`config.mk`:
```
export PLATFORM = sky130hd
export DESIGN_NAME = formatted_print_engine_flat
export DESIGN_NICKNAME = d
export VERILOG_FILES = /design/src/hw/rtl/fpe_pkg.sv /design/src/hw/rtl/fpe_stream_if.sv /design/src/hw/rtl/formatted_print_engine.sv /design/src/hw/rtl/fpe_front.sv /design/src/hw/rtl/fpe_queue.sv /design/src/hw/rtl/fpe_back.sv /design/src/flat_wrapper.sv
export SDC_FILE = /design/constraint.sdc
export NUM_CORES = 1
export LEC_CHECK = 0
export BUFFER_PORTS_ARGS = -buffer_cell sky130_fd_sc_hd__buf_4
export CORE_MARGIN = 1.5
export CORE_UTILIZATION = 48
export DETAILED_ROUTE_END_ITERATION = 6
export GPL_TIMING_DRIVEN = 0
export PLACE_DENSITY = 0.65
export REMOVE_ABC_BUFFERS = 1
export SLEW_MARGIN = 20
export SYNTH_ARGS = -nofsm -noshare
export SYNTH_HDL_FRONTEND = slang
export SYNTH_HIERARCHICAL = 1
export SYNTH_SLANG_ARGS = --single-unit
```
`constraint.sdc`:
```
create_clock -name clk_i -period 3.8 [get_ports clk_i]
set_input_delay 0.38 -clock clk_i [delete_from_list [all_inputs] [get_ports clk_i]]
set_output_delay 0.38 -clock clk_i [all_outputs]
set_load 0.1 [all_outputs]
```
`src/hw/rtl/fpe_pkg.sv`:
```
// Shared types, character codes and helpers of the formatted print engine.
package fpe_pkg;

  localparam int OpW   = 2;
  localparam int CharW = 8;
  localparam int ArgW  = 32;
  localparam int CntW  = 6;

  localparam int QueueDepth = 2;
  localparam int QPtrW      = 1;
  localparam int QCntW      = 2;

  typedef enum logic [OpW-1:0] {
    OP_FMT = 2'd0,
    OP_ARG = 2'd1,
    OP_END = 2'd2
  } op_e;

  typedef enum logic [1:0] {
    MODE_TEXT = 2'd0,
    MODE_PCT  = 2'd1,
    MODE_BIN  = 2'd2,
    MODE_WAIT = 2'd3
  } mode_e;

  typedef enum logic [1:0] {
    KIND_DEC  = 2'd0,
    KIND_HEXL = 2'd1,
    KIND_HEXU = 2'd2,
    KIND_BIN  = 2'd3
  } kind_e;

  typedef enum logic [1:0] {
    BK_IDLE   = 2'd0,
    BK_DABBLE = 2'd1,
    BK_DIGITS = 2'd2,
    BK_HELD   = 2'd3
  } back_state_e;

  typedef enum logic {
    CMD_CHAR  = 1'b0,
    CMD_PRINT = 1'b1
  } cmd_e;

  localparam logic [CharW-1:0] ChrPct  = 8'h25;
  localparam logic [CharW-1:0] ChrB    = 8'h62;
  localparam logic [CharW-1:0] ChrW    = 8'h77;
  localparam logic [CharW-1:0] ChrD    = 8'h64;
  localparam logic [CharW-1:0] ChrLx   = 8'h78;
  localparam logic [CharW-1:0] ChrUx   = 8'h58;
  localparam logic [CharW-1:0] ChrZero = 8'h30;

  localparam logic [CntW-1:0] BinBits8  = 6'd8;
  localparam logic [CntW-1:0] BinBits16 = 6'd16;
  localparam logic [CntW-1:0] BinBits32 = 6'd32;
  localparam logic [CntW-1:0] HexDigits = 6'd8;

  localparam logic [CharW-1:0] HexUpper [16] = '{
    8'h30, 8'h31, 8'h32, 8'h33, 8'h34, 8'h35, 8'h36, 8'h37,
    8'h38, 8'h39, 8'h41, 8'h42, 8'h43, 8'h44, 8'h45, 8'h46
  };
  localparam logic [CharW-1:0] HexLower [16] = '{
    8'h30, 8'h31, 8'h32, 8'h33, 8'h34, 8'h35, 8'h36, 8'h37,
    8'h38, 8'h39, 8'h61, 8'h62, 8'h63, 8'h64, 8'h65, 8'h66
  };

  // One command word handed from the parser to the printer.
  typedef struct packed {
    cmd_e                  kind;
    kind_e                 conv;
    logic [CntW-1:0]       nbits;
    logic [ArgW-1:0]       value;
    logic [CharW-1:0]      chr;
    logic                  held_en;
  } cmd_t;

  function automatic logic [CharW-1:0] hex_char(input logic [3:0] nib, input logic upper);
    return upper ? HexUpper[nib] : HexLower[nib];
  endfunction

endpackage

```
`src/hw/rtl/fpe_stream_if.sv`:
```
// Valid/ready channel interfaces for the input words and the output characters.
interface fpe_in_if import fpe_pkg::*; ();
  logic             valid;
  logic             ready;
  logic [OpW-1:0]   op;
  logic [CharW-1:0] fmt_byte;
  logic [ArgW-1:0]  arg;

  modport source (output valid, output op, output fmt_byte, output arg, input ready);
  modport sink   (input valid, input op, input fmt_byte, input arg, output ready);
endinterface

interface fpe_out_if import fpe_pkg::*; ();
  logic             valid;
  logic             ready;
  logic [CharW-1:0] out_char;
  logic             last;

  modport source (output valid, output out_char, output last, input ready);
  modport sink   (input valid, input out_char, input last, output ready);
endinterface

```
`src/hw/rtl/formatted_print_engine.sv`:
```
// Top level of the formatted print engine: parser, command queue and printer.
// The parser takes one word per cycle while the queue is not full; a plain character passes
// through the queue and the output register. The printer picks up a conversion, then emits
// at most one character per cycle while the output is taken: %x prints 8 digits, binary 8, 16
// or 32; %d converts ARG_WIDTH (at most 32) bits, then walks its digit places; a held char ends it.
// Reset clears the parse state, the queue and the output register; no clearing pass is needed.
module formatted_print_engine import fpe_pkg::*; #(
  parameter int ARG_WIDTH = 32
) (
  input  logic       clk_i,
  input  logic       rst_ni,
  fpe_in_if.sink     in_i,
  fpe_out_if.source  out_o
);

  // Command path between the parser and the printer. The queue decouples the two so that
  // format words keep flowing while a long conversion is still printing.
  logic q_push;
  logic q_full;
  logic q_pop;
  logic q_empty;
  cmd_t q_cmd_in;
  cmd_t q_cmd_out;

  // The parser owns the format state machine. It decides everything about an input word in
  // the cycle the word is taken and turns it into at most one command.
  fpe_front u_front (
    .clk_i    (clk_i),
    .rst_ni   (rst_ni),
    .in_i     (in_i),
    .q_full_i (q_full),
    .q_push_o (q_push),
    .q_cmd_o  (q_cmd_in)
  );

  fpe_queue u_queue (
    .clk_i   (clk_i),
    .rst_ni  (rst_ni),
    .push_i  (q_push),
    .cmd_i   (q_cmd_in),
    .full_o  (q_full),
    .pop_i   (q_pop),
    .cmd_o   (q_cmd_out),
    .empty_o (q_empty)
  );

  // The printer converts decimal values with a shift-and-add-three loop, one argument bit per
  // cycle, and then streams digits through its output register, which holds a finished
  // character while the parser keeps accepting words as long as the queue has room.
  fpe_back #(
    .ARG_WIDTH (ARG_WIDTH)
  ) u_back (
    .clk_i     (clk_i),
    .rst_ni    (rst_ni),
    .q_empty_i (q_empty),
    .q_cmd_i   (q_cmd_out),
    .q_pop_o   (q_pop),
    .out_o     (out_o)
  );

  // The parser never pushes into a full queue.
  assert property (@(posedge clk_i) disable iff (!rst_ni) q_push |-> !q_full)
    else $error("command pushed into a full queue");

  // A command is only issued for an input word taken in the same cycle.
  assert property (@(posedge clk_i) disable iff (!rst_ni) q_push |-> (in_i.valid && in_i.ready))
    else $error("command issued without an accepted word");

  // The printer only takes commands that are present.
  assert property (@(posedge clk_i) disable iff (!rst_ni) q_pop |-> !q_empty)
    else $error("command popped from an empty queue");

endmodule

```
`src/hw/rtl/fpe_front.sv`:
```
// Format parser: accepts input words, tracks the conversion state and issues commands.
module fpe_front import fpe_pkg::*; (
  input  logic   clk_i,
  input  logic   rst_ni,
  fpe_in_if.sink in_i,
  input  logic   q_full_i,
  output logic   q_push_o,
  output cmd_t   q_cmd_o
);

  mode_e            mode_q, mode_d;
  kind_e            kind_q, kind_d;
  logic [CntW-1:0]  bits_q, bits_d;
  logic [CharW-1:0] held_q, held_d;
  logic             held_vld_q, held_vld_d;
  logic             fire;
  op_e              op;
  logic [CharW-1:0] c;

  assign in_i.ready = !q_full_i;
  assign fire       = in_i.valid && in_i.ready;
  assign op         = op_e'(in_i.op);
  assign c          = in_i.fmt_byte;

  // Next parse state.
  always_comb begin
    mode_d     = mode_q;
    kind_d     = kind_q;
    bits_d     = bits_q;
    held_d     = held_q;
    held_vld_d = held_vld_q;
    if (fire) begin
      case (op)
        OP_FMT: begin
          case (mode_q)
            MODE_PCT: begin
              mode_d = MODE_TEXT;
              if (c == ChrD) begin
                kind_d = KIND_DEC;
                mode_d = MODE_WAIT;
              end else if (c == ChrLx) begin
                kind_d = KIND_HEXL;
                mode_d = MODE_WAIT;
              end else if (c == ChrUx) begin
                kind_d = KIND_HEXU;
                mode_d = MODE_WAIT;
              end else if (c == ChrB) begin
                mode_d = MODE_BIN;
              end
            end
            MODE_BIN: begin
              kind_d = KIND_BIN;
              mode_d = MODE_WAIT;
              if (c == ChrB) begin
                bits_d = BinBits8;
              end else if (c == ChrW) begin
                bits_d = BinBits16;
              end else if (c == ChrD) begin
                bits_d = BinBits32;
              end else begin
                bits_d     = BinBits32;
                held_d     = c;
                held_vld_d = 1'b1;
              end
            end
            MODE_WAIT: begin
              held_d     = '0;
              held_vld_d = 1'b0;
              mode_d     = (c == ChrPct) ? MODE_PCT : MODE_TEXT;
            end
            default: begin
              mode_d = (c == ChrPct) ? MODE_PCT : MODE_TEXT;
            end
          endcase
        end
        OP_ARG: begin
          if (mode_q == MODE_WAIT) begin
            // A held percent sign opens a new conversion instead of printing.
            mode_d     = (held_vld_q && held_q == ChrPct) ? MODE_PCT : MODE_TEXT;
            held_d     = '0;
            held_vld_d = 1'b0;
          end
        end
        OP_END: begin
          mode_d     = MODE_TEXT;
          held_d     = '0;
          held_vld_d = 1'b0;
        end
        default: ;
      endcase
    end
  end

  // Command issue.
  always_comb begin
    q_push_o        = 1'b0;
    q_cmd_o.kind    = CMD_CHAR;
    q_cmd_o.conv    = kind_q;
    q_cmd_o.nbits   = bits_q;
    q_cmd_o.value   = in_i.arg;
    q_cmd_o.chr     = c;
    q_cmd_o.held_en = 1'b0;
    if (fire) begin
      case (op)
        OP_FMT: begin
          case (mode_q)
            MODE_PCT:  q_push_o = (c == ChrPct);
            MODE_BIN:  q_push_o = 1'b0;
            default:   q_push_o = (c != ChrPct);
          endcase
        end
        OP_ARG: begin
          if (mode_q == MODE_WAIT) begin
            q_push_o        = 1'b1;
            q_cmd_o.kind    = CMD_PRINT;
            q_cmd_o.chr     = held_q;
            q_cmd_o.held_en = held_vld_q && (held_q != ChrPct);
          end
        end
        default: q_push_o = 1'b0;
      endcase
    end
  end

  always_ff @(posedge clk_i or negedge rst_ni) begin
    if (!rst_ni) begin
      mode_q     <= MODE_TEXT;
      kind_q     <= KIND_DEC;
      bits_q     <= '0;
      held_q     <= '0;
      held_vld_q <= 1'b0;
    end else begin
      mode_q     <= mode_d;
      kind_q     <= kind_d;
      bits_q     <= bits_d;
      held_q     <= held_d;
      held_vld_q <= held_vld_d;
    end
  end

endmodule

```
`src/hw/rtl/fpe_queue.sv`:
```
// Two-entry command queue between the parser and the printer.
module fpe_queue import fpe_pkg::*; (
  input  logic clk_i,
  input  logic rst_ni,
  input  logic push_i,
  input  cmd_t cmd_i,
  output logic full_o,
  input  logic pop_i,
  output cmd_t cmd_o,
  output logic empty_o
);

  cmd_t             mem_q [QueueDepth];
  logic [QPtrW-1:0] wr_ptr_q, rd_ptr_q;
  logic [QCntW-1:0] cnt_q, cnt_d;

  assign full_o  = (cnt_q == QCntW'(QueueDepth));
  assign empty_o = (cnt_q == '0);
  assign cmd_o   = mem_q[rd_ptr_q];

  always_comb begin
    cnt_d = cnt_q;
    if (push_i && !pop_i) begin
      cnt_d = cnt_q + 1'b1;
    end else if (pop_i && !push_i) begin
      cnt_d = cnt_q - 1'b1;
    end
  end

  always_ff @(posedge clk_i or negedge rst_ni) begin
    if (!rst_ni) begin
      wr_ptr_q <= '0;
      rd_ptr_q <= '0;
      cnt_q    <= '0;
    end else begin
      cnt_q <= cnt_d;
      if (push_i) begin
        wr_ptr_q <= wr_ptr_q + 1'b1;
      end
      if (pop_i) begin
        rd_ptr_q <= rd_ptr_q + 1'b1;
      end
    end
  end

  always_ff @(posedge clk_i) begin
    if (push_i) begin
      mem_q[wr_ptr_q] <= cmd_i;
    end
  end

endmodule

```
`src/hw/rtl/fpe_back.sv`:
```
// Printer: runs commands; at most one character per cycle enters the output register.
module fpe_back import fpe_pkg::*; #(
  parameter int ARG_WIDTH = 32
) (
  input  logic       clk_i,
  input  logic       rst_ni,
  input  logic       q_empty_i,
  input  cmd_t       q_cmd_i,
  output logic       q_pop_o,
  fpe_out_if.source  out_o
);

  localparam int ValW   = (ARG_WIDTH < ArgW) ? ARG_WIDTH : ArgW;
  localparam int NumDig = (ValW * 30103) / 100000 + 1;
  localparam int BcdW   = NumDig * 4;

  back_state_e      state_q, state_d;
  kind_e            kind_q, kind_d;
  logic [ArgW-1:0]  sh_q, sh_d;
  logic [ValW-1:0]  val_q, val_d;
  logic [BcdW-1:0]  bcd_q, bcd_d, bcd_adj;
  logic [CntW-1:0]  cnt_q, cnt_d;
  logic [CharW-1:0] held_q, held_d;
  logic             held_en_q, held_en_d;
  logic             started_q, started_d;
  logic             ovld_q, ovld_d;
  logic [CharW-1:0] ochr_q, ochr_d;
  logic             olast_q, olast_d;

  logic             ofree;
  logic             cnt_last;
  logic             skip;
  logic [3:0]       dec_nib;
  logic [CharW-1:0] digit_chr;
  logic [ArgW-1:0]  val32;

  assign out_o.valid    = ovld_q;
  assign out_o.out_char = ochr_q;
  assign out_o.last     = olast_q;

  assign ofree    = !ovld_q || out_o.ready;
  assign cnt_last = (cnt_q == CntW'(1));
  assign dec_nib  = bcd_q[BcdW-1 -: 4];
  // Leading zeros of a decimal number are dropped, but the ones digit always prints.
  assign skip     = (kind_q == KIND_DEC) && !started_q && (dec_nib == 4'd0) && !cnt_last;
  assign val32    = ArgW'(q_cmd_i.value[ValW-1:0]);

  always_comb begin
    for (int i = 0; i < NumDig; i++) begin
      bcd_adj[i*4 +: 4] = (bcd_q[i*4 +: 4] >= 4'd5) ? bcd_q[i*4 +: 4] + 4'd3
                                                    : bcd_q[i*4 +: 4];
    end
  end

  always_comb begin
    case (kind_q)
      KIND_DEC:  digit_chr = ChrZero + {4'b0, dec_nib};
      KIND_HEXL: digit_chr = hex_char(sh_q[ArgW-1 -: 4], 1'b0);
      KIND_HEXU: digit_chr = hex_char(sh_q[ArgW-1 -: 4], 1'b1);
      default:   digit_chr = ChrZero + {7'b0, sh_q[ArgW-1]};
    endcase
  end

  // Next state.
  always_comb begin
    state_d = state_q;
    case (state_q)
      BK_IDLE: begin
        if (!q_empty_i && q_cmd_i.kind == CMD_PRINT) begin
          state_d = (q_cmd_i.conv == KIND_DEC) ? BK_DABBLE : BK_DIGITS;
        end
      end
      BK_DABBLE: begin
        if (cnt_last) begin
          state_d = BK_DIGITS;
        end
      end
      BK_DIGITS: begin
        if (ofree && cnt_last) begin
          state_d = held_en_q ? BK_HELD : BK_IDLE;
        end
      end
      BK_HELD: begin
        if (ofree) begin
          state_d = BK_IDLE;
        end
      end
      default: state_d = BK_IDLE;
    endcase
  end

  // Datapath and output register.
  always_comb begin
    q_pop_o   = 1'b0;
    kind_d    = kind_q;
    sh_d      = sh_q;
    val_d     = val_q;
    bcd_d     = bcd_q;
    cnt_d     = cnt_q;
    held_d    = held_q;
    held_en_d = held_en_q;
    started_d = started_q;
    ovld_d    = ovld_q && !out_o.ready;
    ochr_d    = ochr_q;
    olast_d   = olast_q;
    case (state_q)
      BK_IDLE: begin
        if (!q_empty_i) begin
          if (q_cmd_i.kind == CMD_CHAR) begin
            if (ofree) begin
              q_pop_o = 1'b1;
              ovld_d  = 1'b1;
              ochr_d  = q_cmd_i.chr;
              olast_d = 1'b1;
            end
          end else begin
            q_pop_o   = 1'b1;
            kind_d    = q_cmd_i.conv;
            held_d    = q_cmd_i.chr;
            held_en_d = q_cmd_i.held_en;
            started_d = 1'b0;
            val_d     = q_cmd_i.value[ValW-1:0];
            bcd_d     = '0;
            case (q_cmd_i.conv)
              KIND_DEC: begin
                sh_d  = val32;
                cnt_d = CntW'(ValW);
              end
              KIND_BIN: begin
                sh_d  = val32 << (BinBits32 - q_cmd_i.nbits);
                cnt_d = q_cmd_i.nbits;
              end
              default: begin
                sh_d  = val32;
                cnt_d = HexDigits;
              end
            endcase
          end
        end
      end
      BK_DABBLE: begin
        bcd_d = {bcd_adj[BcdW-2:0], val_q[ValW-1]};
        val_d = val_q << 1;
        cnt_d = cnt_last ? CntW'(NumDig) : cnt_q - CntW'(1);
      end
      BK_DIGITS: begin
        if (skip) begin
          bcd_d = bcd_q << 4;
          cnt_d = cnt_q - CntW'(1);
        end else if (ofree) begin
          ovld_d    = 1'b1;
          ochr_d    = digit_chr;
          olast_d   = cnt_last && !held_en_q;
          started_d = 1'b1;
          bcd_d     = bcd_q << 4;
          sh_d      = (kind_q == KIND_BIN) ? sh_q << 1 : sh_q << 4;
          cnt_d     = cnt_q - CntW'(1);
        end
      end
      BK_HELD: begin
        if (ofree) begin
          ovld_d  = 1'b1;
          ochr_d  = held_q;
          olast_d = 1'b1;
        end
      end
      default: ;
    endcase
  end

  always_ff @(posedge clk_i or negedge rst_ni) begin
    if (!rst_ni) begin
      state_q   <= BK_IDLE;
      ovld_q    <= 1'b0;
      cnt_q     <= '0;
      held_en_q <= 1'b0;
      started_q <= 1'b0;
      kind_q    <= KIND_DEC;
    end else begin
      state_q   <= state_d;
      ovld_q    <= ovld_d;
      cnt_q     <= cnt_d;
      held_en_q <= held_en_d;
      started_q <= started_d;
      kind_q    <= kind_d;
    end
  end

  always_ff @(posedge clk_i) begin
    sh_q    <= sh_d;
    val_q   <= val_d;
    bcd_q   <= bcd_d;
    held_q  <= held_d;
    ochr_q  <= ochr_d;
    olast_q <= olast_d;
  end

endmodule
```
`src/flat_wrapper.sv`:
```
// flat-port wrapper written by rule: the top's interface ports become plain ports
module formatted_print_engine_flat import fpe_pkg::*;
#(
  parameter int ARG_WIDTH = 32
)
  (clk_i, rst_ni, in_i_valid, in_i_op, in_i_fmt_byte, in_i_arg, in_i_ready, out_o_valid, out_o_out_char, out_o_last, out_o_ready);
  fpe_in_if in_i_i ();
  fpe_out_if out_o_i ();
  input  logic clk_i;
  input  logic rst_ni;
  input wire logic [$bits(in_i_i.valid)-1:0] in_i_valid;
  input wire logic [$bits(in_i_i.op)-1:0] in_i_op;
  input wire logic [$bits(in_i_i.fmt_byte)-1:0] in_i_fmt_byte;
  input wire logic [$bits(in_i_i.arg)-1:0] in_i_arg;
  output wire logic [$bits(in_i_i.ready)-1:0] in_i_ready;
  output wire logic [$bits(out_o_i.valid)-1:0] out_o_valid;
  output wire logic [$bits(out_o_i.out_char)-1:0] out_o_out_char;
  output wire logic [$bits(out_o_i.last)-1:0] out_o_last;
  input wire logic [$bits(out_o_i.ready)-1:0] out_o_ready;
  assign in_i_i.valid = in_i_valid;
  assign in_i_i.op = in_i_op;
  assign in_i_i.fmt_byte = in_i_fmt_byte;
  assign in_i_i.arg = in_i_arg;
  assign in_i_ready = in_i_i.ready;
  assign out_o_valid = out_o_i.valid;
  assign out_o_out_char = out_o_i.out_char;
  assign out_o_last = out_o_i.last;
  assign out_o_i.ready = out_o_ready;
  formatted_print_engine #(.ARG_WIDTH(ARG_WIDTH)) u_core (.clk_i(clk_i), .rst_ni(rst_ni), .in_i(in_i_i), .out_o(out_o_i));
endmodule
```
# Word level (Yosys, flattened, before mapping)
# Memories as Yosys holds them, arrays and structs flattened.
# Index checks and enable logic that the tools add are counted.
# Widths: inputs -> output; s select.
totals:
  wordCells: 252
  mem_count: 3
  output_inout_bits: 11
  rom_bits: 256
  regBits: 157
  inputBits: 46
  ram_bits: 100
classes:
  eq_ne: 40
  add_sub_neg: 18
  n_bitwise: 2
  n_shift: 1
  magnitude_cmp: 11
  n_reduce_logical: 46
  mux: 111
memory_table:
  columns: ["memory", "words", "word_bits", "read_ports", "rd_ports_with_merged_regs", "write_ports", "line_no", "text"]
  rows:
  - ["(name not given)", 16, 8, 1, 0, 0, "fpe_pkg.sv:78", "return upper ? HexUpper[nib] : HexLower[nib];"]
  - ["(name not given)", 16, 8, 1, 0, 0, "fpe_pkg.sv:78", null]
  - ["u_core.u_queue.mem_q", 2, 50, 1, 0, 1, "fpe_queue.sv:13", "cmd_t mem_q [QueueDepth];"]
ops:
  columns: ["cell", "count"]
  rows:
  - ["$mux 32", 8]
  - ["$mux 40", 4]
  - ["$pmux 32 s2", 2]
  - ["$pmux 40 s3", 1]
  - ["$mux 8", 14]
  - ["$pmux 8 s3", 3]
  - ["$mux 6", 7]
  - ["$eq 8x7->1 const B", 5]
  - ["$ge 4x3->1 const B", 10]
  - ["$add 4x2->4 const B", 9]
  - ["$mux 4", 9]
  - ["$mux 2", 16]
  - ["$shl 32x6->32", 1]
  - ["$mux 1", 29]
  - ["$mux 9", 3]
  - ["$ne 2x2->1 const B", 11]
  - ["$eq 2x2->1 const B", 9]
  - ["$pmux 6 s3", 1]
  - ["$eq 8x6->1 const B", 2]
  - ["$ne 8x6->1 const B", 2]
  - ["$pmux 8 s2", 1]
  - ["$reduce_and 7->1", 2]
  - ["$logic_and 1x1->1", 12]
  - ["$ne 3x3->1 const B", 4]
  - ["other kinds (31)", 64]

# Longest topological paths before layout
logic_depth:
  depth_word: 9
  depth_mapped: 17
  ltp_nobuf: 9

# Hierarchy
# The synthesis kept the hierarchy.
modules_own_cells:
  columns: ["mod", "area_each_um2", "n_inst", "cells_per_inst", "seq_area_each_um2"]
  rows:
  - ["fpe_back", 9330.2, 1, 904, 3958.8]
  - ["fpe_queue", 4047.6, 1, 172, 3103.0]
  - ["fpe_front", 1442.6, 1, 159, 400.4]

# Worst setup path after synthesis
# OpenSTA, ideal clock, no wires.
synth_path:
  path_type: "input -> register"
  start: "input in_i_fmt_byte[4]"
  end: "memory u_core/u_queue/mem_q[0][0] in the netlist's numbering, enable pin"
  setup_ns: 0.464
  path_stages: 6
  path_buffers: 1
  t_arrival_ns: 3.703
  path_slack_ns: -0.366
  cell_sequence: "buf_2 > nor4b_1 > nand4_1 > mux2i_1 > o21bai_1 > nor2b_1"
synth_via:
  elab_chain_len: 6
synth_lines:
  columns: ["element", "line_no", "text"]
  rows:
  - ["from (decl)", "flat_wrapper.sv:13", "input wire logic [$bits(in_i_i.fmt_byte)-1:0] in_i_fmt_byte;"]
  - ["$ne 8x6->1 / $eq 8x6->1 (equally long branches)", "fpe_front.sv:109, fpe_front.sv:107", null]
  - ["$pmux 1 s2 (*)", "fpe_front.sv:106", "case (mode_q)"]
  - ["$pmux 1 s2 (*)", "fpe_front.sv:104", "case (op)"]
  - ["$mux 1 (*)", "fpe_front.sv:103", "if (fire) begin"]
  - ["via u_core.q_push", "formatted_print_engine.sv:18", "logic q_push;"]
  - ["$mux 1 (*)", "fpe_queue.sv:47", "if (push_i) begin"]
  - ["$mux 1 (not written as such) (*)", "fpe_queue.sv:48", "mem_q[wr_ptr_q] <= cmd_i;"]
  - ["to (decl)", "fpe_queue.sv:13", null]
# The timed path passes the listed nets; every way through them passes the cells marked *.

==> impl_metrics.json <==
{
  "max_stage_delay_ns": 0.49,
  "synth_area_per_cell_sq_um": 12.0,
  "final_core_util_pct": 54.0,
  "worstPathRequired_ns": 4.07,
  "final_antenna_net_count": 0,
  "synthArstFlopShare_pct": 13.0,
  "slew_violations": 0,
  "cts_buffer_depth": 3,
  "ff_latch_area_sq_mm": 0.00747,
  "multi_input_area_sq_mm": 0.00665,
  "p_per_area_mw_per_mm2": 434,
  "status": "finished clean",
  "power_frac_clock_pct": 37.3,
  "drive_gt1_share_pct": 21.8,
  "worstMarginPinSlew_ns": 1.04,
  "post-place-ws_ns": -0.858,
  "track_usage_pct": 20.2,
  "ys_types": 77,
  "finalHoldViolations": 0,
  "p_sw_w": 0.00182,
  "fin_setup_tns_ns": 0,
  "intPower_w": 0.00533,
  "rsz0062_at_grt": "false",
  "antenna_found_initial": 0,
  "top_level_ports": 57,
  "syn_inst": 1235,
  "start_util_pct": 48.6,
  "numCtsBuffers": 28,
  "sw_frac_of_total_pct": 25.5,
  "synth_area_sq_mm": 0.0148,
  "crit_top_cell": "buf_4",
  "final.setup_skew_ns": 0.0146,
  "hpwlAfterDp_microns": 21100,
  "first_iter_violations": 868,
  "die_x_microns": 179,
  "wl_met1_microns": 14700,
  "finalCriticalPeriod_ns": 3.51,
  "cts_tree": "yes",
  "grt_pass1_wl_microns": 51100,
  "wl_met3_microns": 1900,
  "vdd_drop_max_v": 0.000407,
  "fin_crit_sh_pct": 92.4,
  "htreeDepth": 1,
  "drtPass1Iterations": 5,
  "hold_path.class": "in2reg",
  "synth_ff_type": "edfxtp_1",
  "crit_arrival_ns": 3.78,
  "grt_pass1_vias": 9573,
  "leakage_nw": 6.15,
  "critPathSlowestCell": "mux2_8",
  "synth_edf_count": 221,
  "nFillCells": 2568,
  "wirelength_microns": 32000,
  "via_count": 9804,
  "synth-seq-cells": 254,
  "top_layer": "met4",
  "critPathKind": "reg2reg",
  "met2WireLength_microns": 14600,
  "antenna_cells": 0,
  "synth_seq_area_share_pct": 50.4,
  "path_cells": "buf_16, mux2_8, inv_1, ha_4, or3b_1, or3b_2, o41ai_4, buf_4, buf_4, a32oi_1, o21ai_0",
  "drcViolationCount": 0,
  "max-slew-margin-rel_pct": 30.0,
  "grt-ovfl-total": 0,
  "die_area_sq_mm": 0.0319,
  "area_growth_pct": 11.1,
  "start_kind": "flop",
  "hold_slack_ns": 0.0232,
  "pwr-share-seq_pct": 46.5,
  "cts_sinks": 254,
  "worst_slack_ns": 0.290,
  "design.core.area_sq_mm": 0.0305,
  "placementRows": 64,
  "fmax_mhz": 285,
  "final_nets": 1332,
  "fp.dieH_microns": 179,
  "routedWlPerCell_microns": 19.3,
  "cp_max_fo": 26,
  "setup_viol": 0,
  "clockRootBuffer": "clkbuf_16",
  "clkTransAtPathRegs_ns": 0.06,
  "clk_latency_ns": 0.54,
  "worstSetupEndpointType": "flop",
  "portBuffers": 56,
  "gp_congestion": 0.922,
  "synth_warnings": 6,
  "grt_max_degree": 52,
  "via_per_inst": 5.89,
  "maxCapViolCount": 0,
  "comb_power_share_pct": 16.2
}
critical path: cells and delay by family, from the launching register on:
family / cells / cell delay [ns]
AO/OA/AOI/OAI: 3 / 0.58
adder cells (fa/ha/maj): 1 / 0.28
buffers and inverters: 4 / 0.72
flip-flops: 1 / 0.46
multiplexers: 1 / 0.49
AND/OR/NAND/NOR: 2 / 0.70
cells by family after synthesis:
family / Yosys count / share of synthesized area, %
AND/OR/NAND/NOR: 311 / 10.3
AO/OA/AOI/OAI: 261 / 11.4
flip-flops: 254 / 50.4
multiplexers: 188 / 17.3
buffers and inverters: 158 / 5.84
adder cells (fa/ha/maj): 40 / 3.38
XOR/XNOR: 22 / 1.40
other: 1 / 0.0253
final timing paths:
check,start,endpoint,slack (ns),depth (start not counted)
setup / recovery,u_core/u_queue/rd_ptr_q,u_core/u_back/sh_q[2],0.29,11
hold / removal,in_i_arg[15],u_core/u_queue/mem_q[0][24],0.02,1
setup reg to reg,u_core/u_queue/rd_ptr_q,u_core/u_back/sh_q[2],0.29,11
hold reg to reg,u_core/u_front/bits_q[5],u_core/u_queue/mem_q[0][46],0.47,0
max in group asynchronous,rst_ni,u_core/u_queue/rd_ptr_q,3.09,2
min in group asynchronous,rst_ni,u_core/u_back/out_o.valid,0.35,2
cells in the final DEF (no fill, tap or decap), types with 15 or more instances in the layout:
master and instances:
mux2_2 55, o22ai_1 16, mux2_4 51, nand2b_1 22
o211ai_1 15, mux4_2 28, mux2i_1 51, dfrtp_1 32
a21oi_1 73, edfxtp_1 221, nor2_1 47, o21ai_0 64
nand3_1 24, clkbuf_16 30, nor3b_1 17, buf_4 65
a32oi_1 19, ha_1 37, inv_1 52, nand2_1 128
nor2b_1 16
registers in the layout, indices dropped and copies added, names as in the netlist, 3 cells and up:
| register | flops |
|---|---|
| u_core/u_back/held_q | 8 |
| u_core/u_back/bcd_q | 40 |
| u_core/u_queue/mem_q | 100 |
| u_core/u_back/val_q | 32 |
| u_core/u_back/sh_q | 32 |
| u_core/u_back/out_o.out_char | 8 |
| u_core/u_front/bits_q | 3 |
| u_core/u_back/cnt_q | 6 |
| u_core/u_front/held_q | 8 |
per-layer routing:
metal / up-vias / track usage, %
met1: 4789 / 29.1
li1: 4641 / -
met5: - / 0
met2: 313 / 31.5
met4: 0 / 5.83
met3: 61 / 3.20
Yosys cell counts (all sizes together) (14+ instances only):
| master | count | share of area (%) |
|---|---|---|
| edfxtp | 221 | 45 |
| nand2 | 130 | 3.3 |
| mux2 | 109 | 9.6 |
| a21oi | 74 | 2.5 |
| o21ai | 66 | 2.3 |
| buf | 64 | 3.5 |
| inv | 53 | 1.3 |
| mux2i | 51 | 3.4 |
| nor2 | 50 | 1.3 |
| ha | 40 | 3.4 |
| clkbuf | 39 | 0.99 |
| dfrtp | 33 | 5.6 |
| mux4 | 28 | 4.3 |
| nand3 | 24 | 0.81 |
| nand2b | 22 | 0.93 |
| a32oi | 19 | 1.1 |
| nor2b | 17 | 0.72 |
| nor3b | 17 | 0.86 |
| o22ai | 16 | 0.68 |
| o211ai | 15 | 0.76 |
| and3 | 14 | 0.59 |
area by class of cell:
type | count | area share (%)
timing repair buffer | 79 | 4.54
inverter | 55 | 1.26
tap | 396 | 3.01
sequential | 254 | 45.3
clock buffer | 42 | 4.70
multi-input combinational | 828 | 40.4
clock inverter | 10 | 0.775
repair_timing:
item / 4_1_cts / 5_1_grt
endpoints found under the setup margin: 32 / 22
pin swaps: 4 / 0
endpoints found under the hold margin: 33 / 2
buffers inserted: 8 / 2
hold buffers: 1 / 1
gates cloned: 3 / 1
gates resized for setup: 5 / 1
per-stage QoR:
stage	power [W]	std cells	area, sq um
floorplan	0.00414	1134	14200
global placement	0.00444	1586	15100
detailed placement	0.00448	1596	15400
CTS	0.00720	1660	16400
global route	0.00743	1664	16500
finish	0.00714	1664	16500
power groups by stage:
| stage | Sequential, W | Combinational, W | Clock, W |
|---|---|---|---|
| after floorplan | 0.00335 | 0.000791 | 0 |
| after global placement | 0.00337 | 0.00107 | 0 |
| after detailed placement | 0.00338 | 0.00110 | 0 |
| after CTS | 0.00332 | 0.00114 | 0.00273 |
| after global routing | 0.00334 | 0.00125 | 0.00285 |
| final | 0.00332 | 0.00116 | 0.00267 |
Power figures use the tool's default switching activity.
